`config.mk`:
```
export PLATFORM = sky130hd
export DESIGN_NAME = glyph_bitmap_expander
export DESIGN_NICKNAME = d
export VERILOG_FILES = /design/src/hw/rtl/gbe_pkg.sv /design/src/hw/rtl/gbe_queue.sv /design/src/hw/rtl/gbe_front.sv /design/src/hw/rtl/gbe_back.sv /design/src/hw/rtl/glyph_bitmap_expander.sv
export SDC_FILE = /design/constraint.sdc
export NUM_CORES = 1
export LEC_CHECK = 0
export ABC_AREA = 1
export BUFFER_PORTS_ARGS = -buffer_cell sky130_fd_sc_hd__buf_4
export CORE_MARGIN = 2
export CORE_UTILIZATION = 35
export DETAILED_ROUTE_END_ITERATION = 6
export GPL_TIMING_DRIVEN = 0
export SYNTH_ARGS = -nofsm -noshare
export SYNTH_HDL_FRONTEND = slang
export SYNTH_SLANG_ARGS = --single-unit
```
`constraint.sdc`:
```
create_clock -name clock -period 11.4 [get_ports clock]
set_input_delay 0.57 -clock clock [delete_from_list [all_inputs] [get_ports clock]]
set_output_delay 0.57 -clock clock [all_outputs]
set_load 0.01 [all_outputs]
```
`src/hw/rtl/gbe_pkg.sv`:
```
// types, constants and helpers of the glyph bitmap expander
package gbe_pkg;

   localparam logic [5:0] MAX_WIDTH = 6'd32;
   localparam logic [5:0] MAX_HEIGHT = 6'd32;
   localparam logic [5:0] WIDTH_RESET = 6'd8;
   localparam logic [5:0] HEIGHT_RESET = 6'd16;
   localparam logic [17:0] STRIDE_RESET = 18'd4096;
   localparam logic [5:0] PIXELS_PER_BYTE = 6'd8;

   localparam int QUEUE_DEPTH = 2;
   localparam int QPTR_W = (QUEUE_DEPTH > 1) ? $clog2(QUEUE_DEPTH) : 1;
   localparam int QCNT_W = $clog2(QUEUE_DEPTH + 1);

   localparam int CSR_IDX_W = 2;
   localparam int CSR_DATA_W = 18;

   typedef enum logic [CSR_IDX_W-1:0] {
      CSR_GLYPH_WIDTH  = 2'd0,
      CSR_GLYPH_HEIGHT = 2'd1,
      CSR_ROW_STRIDE   = 2'd2
   } csr_index_type;

   typedef struct packed {
      logic [7:0]  glyph_byte;
      logic        start_req;
      logic [29:0] start_offset;
      logic [31:0] fg_color;
      logic [31:0] bg_color;
   } req_type;

   typedef struct packed {
      logic [31:0] pixel_address;
      logic [31:0] pixel_color;
      logic        last_of_byte;
      logic        last_of_glyph;
   } rsp_type;

   // one byte's worth of work handed from front to back
   typedef struct packed {
      logic [7:0]  bits;
      logic [31:0] row_base;
      logic [5:0]  column;
      logic [3:0]  pixel_count;
      logic [31:0] fg;
      logic [31:0] bg;
      logic        glyph_end;
   } job_type;

   // zero acts as one, anything above the maximum acts as the maximum
   function automatic logic [5:0] clamp_dim(logic [5:0] v, logic [5:0] maxv);
      logic [5:0] r;
      r = v;
      if (v == 6'd0) begin
         r = 6'd1;
      end else if (v > maxv) begin
         r = maxv;
      end
      return r;
   endfunction

endpackage

```
`src/hw/rtl/gbe_queue.sv`:
```
// short job queue between the front and the back
module gbe_queue
   import gbe_pkg::*;
(
   input  logic    clock,
   input  logic    reset,
   input  logic    push,
   input  job_type push_data,
   output logic    full,
   output logic    head_valid,
   output job_type head_data,
   input  logic    pop
);

   job_type            entry_ff [QUEUE_DEPTH];
   logic [QPTR_W-1:0]  wr_ptr_ff, wr_ptr_in;
   logic [QPTR_W-1:0]  rd_ptr_ff, rd_ptr_in;
   logic [QCNT_W-1:0]  count_ff, count_in;
   logic               do_push, do_pop;

   assign full       = (count_ff == QCNT_W'(QUEUE_DEPTH));
   assign head_valid = (count_ff != '0);
   assign head_data  = entry_ff[rd_ptr_ff];
   assign do_push    = push && !full;
   assign do_pop     = pop && head_valid;

   // pointer and fill count update
   always_comb begin
      wr_ptr_in = wr_ptr_ff;
      rd_ptr_in = rd_ptr_ff;
      count_in  = count_ff;
      if (do_push) begin
         wr_ptr_in = (wr_ptr_ff == QPTR_W'(QUEUE_DEPTH - 1)) ? '0 : wr_ptr_ff + 1'b1;
      end
      if (do_pop) begin
         rd_ptr_in = (rd_ptr_ff == QPTR_W'(QUEUE_DEPTH - 1)) ? '0 : rd_ptr_ff + 1'b1;
      end
      if (do_push && !do_pop) begin
         count_in = count_ff + 1'b1;
      end else if (do_pop && !do_push) begin
         count_in = count_ff - 1'b1;
      end
   end

   always_ff @(posedge clock) begin
      if (reset) begin
         wr_ptr_ff <= '0;
         rd_ptr_ff <= '0;
         count_ff  <= '0;
      end else begin
         wr_ptr_ff <= wr_ptr_in;
         rd_ptr_ff <= rd_ptr_in;
         count_ff  <= count_in;
      end
   end

   // entry storage
   always_ff @(posedge clock) begin
      if (do_push) begin
         entry_ff[wr_ptr_ff] <= push_data;
      end
   end

endmodule

```
`src/hw/rtl/gbe_front.sv`:
```
// front: takes register writes and glyph bytes, tracks row and column, turns each byte into a job or drops it
module gbe_front
   import gbe_pkg::*;
(
   input  logic                  clock,
   input  logic                  reset,
   input  logic                  req_valid,
   output logic                  req_ready,
   input  req_type               req_data,
   input  logic                  csr_valid,
   output logic                  csr_ready,
   input  logic [CSR_IDX_W-1:0]  csr_index,
   input  logic [CSR_DATA_W-1:0] csr_data,
   output logic                  push,
   output job_type               push_data,
   input  logic                  queue_full
);

   // configuration registers
   logic [5:0]  width_ff, width_in;
   logic [5:0]  height_ff, height_in;
   logic [17:0] stride_ff, stride_in;

   // glyph walk state
   logic        active_ff, active_in;
   logic [5:0]  row_ff, row_in;
   logic [5:0]  col_ff, col_in;
   logic [31:0] base_ff, base_in;
   logic        pend_ff, pend_in;
   logic [17:0] pend_stride_ff, pend_stride_in;
   logic [31:0] fg_ff, fg_in;
   logic [31:0] bg_ff, bg_in;

   logic        accept;
   logic [5:0]  width_eff, height_eff;
   logic        act0, pend0, wrap, drop, row_end, glyph_end;
   logic [5:0]  row0, col0, row1, col1, remain, row_next;
   logic [31:0] base0, base1, fg0, bg0;
   logic [17:0] add_sel;
   logic [3:0]  pixel_count;

   assign csr_ready = 1'b1;
   assign req_ready = !queue_full;
   assign accept    = req_valid && req_ready;

   assign width_eff  = clamp_dim(width_ff, MAX_WIDTH);
   assign height_eff = clamp_dim(height_ff, MAX_HEIGHT);

   // register writes
   always_comb begin
      width_in  = width_ff;
      height_in = height_ff;
      stride_in = stride_ff;
      if (csr_valid && csr_ready) begin
         unique case (csr_index)
            CSR_GLYPH_WIDTH:  width_in  = csr_data[5:0];
            CSR_GLYPH_HEIGHT: height_in = csr_data[5:0];
            CSR_ROW_STRIDE:   stride_in = csr_data;
            default:          ;
         endcase
      end
   end

   // start overrides the held state
   always_comb begin
      act0  = req_data.start_req || active_ff;
      row0  = req_data.start_req ? 6'd0 : row_ff;
      col0  = req_data.start_req ? 6'd0 : col_ff;
      base0 = req_data.start_req ? {req_data.start_offset, 2'b00} : base_ff;
      pend0 = req_data.start_req ? 1'b0 : pend_ff;
      fg0   = req_data.start_req ? req_data.fg_color : fg_ff;
      bg0   = req_data.start_req ? req_data.bg_color : bg_ff;
   end

   // row advance: a deferred stride from the last row end, or a row cut short by width
   always_comb begin
      wrap = (col0 >= width_eff);
      if (pend0) begin
         add_sel = pend_stride_ff;
      end else if (wrap) begin
         add_sel = stride_ff;
      end else begin
         add_sel = '0;
      end
      base1 = base0 + {14'd0, add_sel};
      col1  = wrap ? 6'd0 : col0;
      row1  = wrap ? row0 + 6'd1 : row0;
   end

   // classify the byte
   always_comb begin
      drop        = !act0 || (row1 >= height_eff);
      remain      = width_eff - col1;
      row_end     = (remain <= PIXELS_PER_BYTE);
      pixel_count = row_end ? remain[3:0] : 4'd8;
      row_next    = row1 + 6'd1;
      glyph_end   = row_end && (row_next >= height_eff);
   end

   // state update on each transaction
   always_comb begin
      active_in      = active_ff;
      row_in         = row_ff;
      col_in         = col_ff;
      base_in        = base_ff;
      pend_in        = pend_ff;
      pend_stride_in = pend_stride_ff;
      fg_in          = fg_ff;
      bg_in          = bg_ff;
      if (accept && act0) begin
         fg_in   = fg0;
         bg_in   = bg0;
         base_in = base1;
         if (drop) begin
            active_in = 1'b0;
            row_in    = row1;
            col_in    = col1;
            pend_in   = 1'b0;
         end else begin
            active_in      = !glyph_end;
            row_in         = row_end ? row_next : row1;
            col_in         = row_end ? 6'd0 : col1 + PIXELS_PER_BYTE;
            pend_in        = row_end;
            pend_stride_in = stride_ff;
         end
      end
   end

   always_ff @(posedge clock) begin
      if (reset) begin
         width_ff  <= WIDTH_RESET;
         height_ff <= HEIGHT_RESET;
         stride_ff <= STRIDE_RESET;
         active_ff <= 1'b0;
         row_ff    <= '0;
         col_ff    <= '0;
         base_ff   <= '0;
         pend_ff   <= 1'b0;
         fg_ff     <= '0;
         bg_ff     <= '0;
      end else begin
         width_ff  <= width_in;
         height_ff <= height_in;
         stride_ff <= stride_in;
         active_ff <= active_in;
         row_ff    <= row_in;
         col_ff    <= col_in;
         base_ff   <= base_in;
         pend_ff   <= pend_in;
         fg_ff     <= fg_in;
         bg_ff     <= bg_in;
      end
   end

   always_ff @(posedge clock) begin
      pend_stride_ff <= pend_stride_in;
   end

   // job handed to the queue
   assign push                  = accept && !drop;
   assign push_data.bits        = req_data.glyph_byte;
   assign push_data.row_base    = base1;
   assign push_data.column      = col1;
   assign push_data.pixel_count = pixel_count;
   assign push_data.fg          = fg0;
   assign push_data.bg          = bg0;
   assign push_data.glyph_end   = glyph_end;

endmodule

```
`src/hw/rtl/gbe_back.sv`:
```
// back: expands the head job into one pixel write per cycle while rsp is not stalled, behind an output register
module gbe_back
   import gbe_pkg::*;
(
   input  logic    clock,
   input  logic    reset,
   input  logic    head_valid,
   input  job_type head_data,
   output logic    pop,
   output logic    rsp_valid,
   input  logic    rsp_ready,
   output rsp_type rsp_data
);

   logic [2:0]  pix_ff, pix_in;
   logic        rsp_valid_ff, rsp_valid_in;
   rsp_type     rsp_data_ff, rsp_data_in;
   logic        emit, last_pix;
   logic [5:0]  col;
   logic [2:0]  bit_sel;

   assign emit     = head_valid && (!rsp_valid_ff || rsp_ready);
   assign last_pix = ({1'b0, pix_ff} == head_data.pixel_count - 4'd1);
   assign pop      = emit && last_pix;
   assign col      = head_data.column + {3'd0, pix_ff};
   assign bit_sel  = 3'd7 - pix_ff;

   // next pixel of the head job
   always_comb begin
      rsp_data_in.pixel_address = head_data.row_base + {24'd0, col, 2'b00};
      rsp_data_in.pixel_color   = head_data.bits[bit_sel] ? head_data.fg : head_data.bg;
      rsp_data_in.last_of_byte  = last_pix;
      rsp_data_in.last_of_glyph = last_pix && head_data.glyph_end;
   end

   // pixel counter and output valid
   always_comb begin
      pix_in       = pix_ff;
      rsp_valid_in = rsp_valid_ff;
      if (emit) begin
         pix_in       = last_pix ? 3'd0 : pix_ff + 3'd1;
         rsp_valid_in = 1'b1;
      end else if (rsp_ready) begin
         rsp_valid_in = 1'b0;
      end
   end

   always_ff @(posedge clock) begin
      if (reset) begin
         pix_ff       <= '0;
         rsp_valid_ff <= 1'b0;
      end else begin
         pix_ff       <= pix_in;
         rsp_valid_ff <= rsp_valid_in;
      end
   end

   always_ff @(posedge clock) begin
      if (emit) begin
         rsp_data_ff <= rsp_data_in;
      end
   end

   assign rsp_valid = rsp_valid_ff;
   assign rsp_data  = rsp_data_ff;

endmodule

```
`src/hw/rtl/glyph_bitmap_expander.sv`:
```
// Glyph bitmap expander: 1-bit glyph bytes in, 32-bit pixel writes out.
// With the queue empty, a byte is registered in the queue, then its first pixel in the rsp register.
// Throughput: one pixel per cycle while rsp is not stalled; a byte gives 1 to 8 pixels to the
// back expander, and the front takes a byte per cycle while the 2-entry queue has room.
// Reset (synchronous): glyph idle, queue empty, width 8, height 16, stride 4096.
module glyph_bitmap_expander
   import gbe_pkg::*;
(
   input  logic                  clock,
   input  logic                  reset,
   input  logic                  req_valid,
   output logic                  req_ready,
   input  req_type               req_data,
   output logic                  rsp_valid,
   input  logic                  rsp_ready,
   output rsp_type               rsp_data,
   input  logic                  csr_valid,
   output logic                  csr_ready,
   input  logic [CSR_IDX_W-1:0]  csr_index,
   input  logic [CSR_DATA_W-1:0] csr_data
);

   logic    push, queue_full, head_valid, pop;
   job_type push_data, head_data;

   // accept and classify
   gbe_front u_front (
      .clock      (clock),
      .reset      (reset),
      .req_valid  (req_valid),
      .req_ready  (req_ready),
      .req_data   (req_data),
      .csr_valid  (csr_valid),
      .csr_ready  (csr_ready),
      .csr_index  (csr_index),
      .csr_data   (csr_data),
      .push       (push),
      .push_data  (push_data),
      .queue_full (queue_full)
   );

   // job queue
   gbe_queue u_queue (
      .clock      (clock),
      .reset      (reset),
      .push       (push),
      .push_data  (push_data),
      .full       (queue_full),
      .head_valid (head_valid),
      .head_data  (head_data),
      .pop        (pop)
   );

   // pixel expansion
   gbe_back u_back (
      .clock      (clock),
      .reset      (reset),
      .head_valid (head_valid),
      .head_data  (head_data),
      .pop        (pop),
      .rsp_valid  (rsp_valid),
      .rsp_ready  (rsp_ready),
      .rsp_data   (rsp_data)
   );

endmodule

```
==> key figures <==
Final layout
  – Area growth, synth to finish: 19.69%
  – Finished Layout Cells: 3,281
  – Layout cell share with drive strength beyond 1: 15.65%
  – Final #Nets: ~2,600
  – Filler cell count: 5,872
  – Diodes inserted: 0
  – End-of-flow core utilization: 42.51%
  – Final Cell Area: 25,750 µm²

STA
  – Slew Limit Fails: 0
  – Worst Clk Skew: 16.80 ps
  – Fin crit share: between 40% and 50%
  – Worst-margin pin slew: 944.8 ps
  – Rel. slew slack: 37.01%
  – Unrepaired setup endpoints after global routing: false
  – Fmax: 187.9 MHz
  – TNS Setup: 0 ps
  – Final WS setup: about 6100 ps
  – Tmin final: 5323 ps
  – Worst hold slack: 160.9 ps
  – # setup viols final: 0
  – Final hold viol count: 0

CTS
  – Hold Buf Count CTS: 0
  – Clk sink count: 463
  – Clk buf depth: 3
  – Post CTS Setup Buffer Count: 0
  – Root Driver: clkbuf_16
  – CTS Buf Count: 48
  – Worst-Skew Late Latency: 600 ps
  – CTS resizes: 0
  – CTS H-tree lvls: 2
  – CTS clk-pin slew, worst paths: around 60 ps
  – CTS tree: built

Setup path
  – R2R Setup Slk: 6240 ps
  – Worst-path fanout max: 21
  – Origin of the critical flop-to-flop path: u_front.width_ff[2]
  – CP arrival: between 5000 and 6000 ps
  – Worst path required time: 11,700 ps
  – CP Class: in -> reg
  – CP Launch Type: input pin
  – Reg2reg end: u_queue.entry_ff[1][95]
  – R2r worst-path depth: 25
  – Worst setup EP type: register

Global route
  – Grt ovf: 0
  – GRT Util Overall: 18.61%
  – Initial antenna violation count: 2
  – Global-route wire length before repair: 90,170 µm
  – Vias in the first global route: between 15,000 and 20,000
  – Largest net degree at the start of global routing: 33

Route
  – First DRT Iteration DRCs: 1,196
  – DRC errors left: 0
  – Via density per instance: 4.925
  – Drt pass-1 iters: 5
  – Drt wl/cell: 18.30 µm
  – Post-route ant nets: 0
  – Post-Route WL: 60,030 µm
  – Routed vias: 16,160

Synth
  – Synth top area share: about 44%
  – Yosys top cell by area: edfxtp_1
  – YS warnings: 0
  – Synth async-reset ratio: 0%
  – Most common cell in the netlist: nand2_1
  – Synth cell types: 57
  – Post-Synthesis Cells: 2,205
  – Register area share after synthesis: 57.69%
  – Mean Syn Cell Area: 9.758 µm²
  – Cell Area, Synth: about 22,000 µm²
  – Syn Nets: 2,392
  – Yosys reg bits: 463
  – Post-synth EDFFs: 314
  – Synth top cells by count: nand2_1, edfxtp_1, o21ai_0, inv_1, nor2_1
  – Area contributors post-synth: edfxtp_1, dfxtp_1, nand2_1
  – Dominant register cell in the synthesized netlist: edfxtp_1

Die
  – # rows: 90
  – Die width: 251.9 µm
  – Die height: 251.9 µm
  – Area of the die: 63,470 µm²
  – Initial Utilization: 35.51%
  – IO Count: 197
  – CORE AREA: between 60,000 and 70,000 µm²

Power and ir drop
  – Net Sw Frac: 28.33%
  – Static leakage: between 10 and 15 nW
  – Total power: 4.368 mW
  – Sequential power share: 46.3%
  – Sw Pwr: 1.237 mW
  – Comb pwr share: 18.0%
  – Pint: 3.131 mW
  – PwrDens: 169.6 nW/µm²
  – Clock share of power: 35.7%
  – Max rail drop VDD: around 0.12 mV

Placed design
  – # port buffers: 194
  – Routability cong.: 0.9071
  – Post-DP HPWL: roughly 45,000 µm
  – Pre-CTS setup slack: ~5400 ps
  – Post-DP Area: 24,190 µm²
  – Placed Cells: around 3,200

Worst hold path
  – Min-Delay Path Class: in -> reg
  – Hold Path Cell Cnt: 1
  – Critical hold path startpoint: req_data[97]
  – Hold endpoint: u_queue.entry_ff[1][109]

Job
  – Max_cap viols: 0

Status
  – Status: completed
## power groups by stage
stage	clock network, mW	registers, mW	logic [mW]
floorplan	0	2.08	0.440
global placement	0	2.08	0.750
detailed placement	0	2.06	0.787
CTS	1.59	2.02	0.790
global route	1.65	2.03	0.873
finish	1.56	2.02	0.786
## cell families after synthesis
logic type | share of synthesized area, %
AOI/OAI and AO/OA | 12.66
DFF | 57.69
and+or+nand+nor | 14.29
muxes | 2.530
other | 0.01743
xor gates and xnor gates | 2.646
adders and majority gates | 3.571
buffers and inverters | 6.595
## worst max path at each step
| stage | cells past startpoint | endpoint | startpoint |
|---|---|---|---|
| floorplan | 24 | u_queue.entry_ff[0][0] | req_data[94] |
| finish | 27 | u_queue.entry_ff[0][20] | req_data[94] |
| global placement | 25 | u_queue.entry_ff[1][92] | req_data[94] |
| CTS | 27 | u_queue.entry_ff[0][20] | req_data[94] |
| global route | 27 | u_queue.entry_ff[0][20] | req_data[94] |
| detailed placement | 27 | u_queue.entry_ff[0][20] | req_data[94] |
## sequential cells by signal (all words and copies together), names as in the netlist, named ones only
signal and count:
u_back.rsp_valid 1, u_front.pend_stride_ff 18, u_front.col_ff 6, u_back.rsp_data 66, u_front.pend_ff 1, u_front.fg_ff 32
u_front.active_ff 1, u_front.height_ff 6, u_front.base_ff 32, u_front.row_ff 6, u_queue.entry_ff 230, u_queue.wr_ptr_ff 1
u_front.width_ff 6, u_queue.rd_ptr_ff 1, u_queue.count_ff 2, u_front.stride_ff 18, u_back.pix_ff 3, u_front.bg_ff 32
## layer usage
| metal | global-route usage (%) | vias up | wire length (µm) |
|---|---|---|---|
| met5 | 0 | - | 27 |
| met4 | 6.982 | 4 | 2072 |
| met3 | 2.951 | 110 | 2993 |
| met2 | 30.54 | 360 | 27990 |
| met1 | 24.78 | 7702 | 26940 |
| li1 | - | 7983 | - |
## critical path, stage by stage
cell and delay, ps:
buf_4 110, buf_6 180, buf_8 170, buf_6 170, buf_2 330, nor2_1 130
ha_1 300, nand2_1 80, inv_1 70, a21oi_4 280, nand2_4 150, xor2_1 540
ha_1 270, nand2_1 60, nand2_1 50, nand2_1 40, nand2_1 50, nand2_1 50
nand2_1 80, nand2_1 60, nand2_1 50, nand2_1 100, nand2_1 110, nand3_1 350
nor2_4 760, buf_12 270, buf_16 190
## cells in the final DEF (no fill, tap or decap), types with 5 or more instances in the layout
master	n
xor2_1	48
o21ai_1	15
or2_2	39
clkinv_1	7
a21oi_1	150
nor2_2	9
buf_1	5
or2_0	6
ha_1	55
edfxtp_1	314
clkbuf_1	72
nand3_1	67
o21ai_0	259
nor2_1	159
nand4_1	14
nor3_1	14
buf_6	7
o21ai_2	6
o211ai_1	36
dfxtp_1	149
inv_1	253
o21bai_1	13
buf_12	8
mux2i_1	53
clkinv_2	10
buf_2	19
clkbuf_16	48
nand2_2	11
nand2_1	369
buf_4	196
nor2_4	5
xnor2_1	17
## final cells by class
type / count / area [µm²] / share of cell area (%)
Sequential cell: 463 / 12410 / 48.20
Multi-Input combinational cell: 1390 / 7711 / 29.94
Timing Repair Buffer: 204 / 1672 / 6.491
Clock buffer: 62 / 1274 / 4.946
Tap cell: 782 / 978.4 / 3.799
Inverter: 258 / 970.9 / 3.770
Buffer: 94 / 447.9 / 1.739
Clock inverter: 28 / 286.5 / 1.113
No activity file was read; power rests on OpenSTA's default activity.
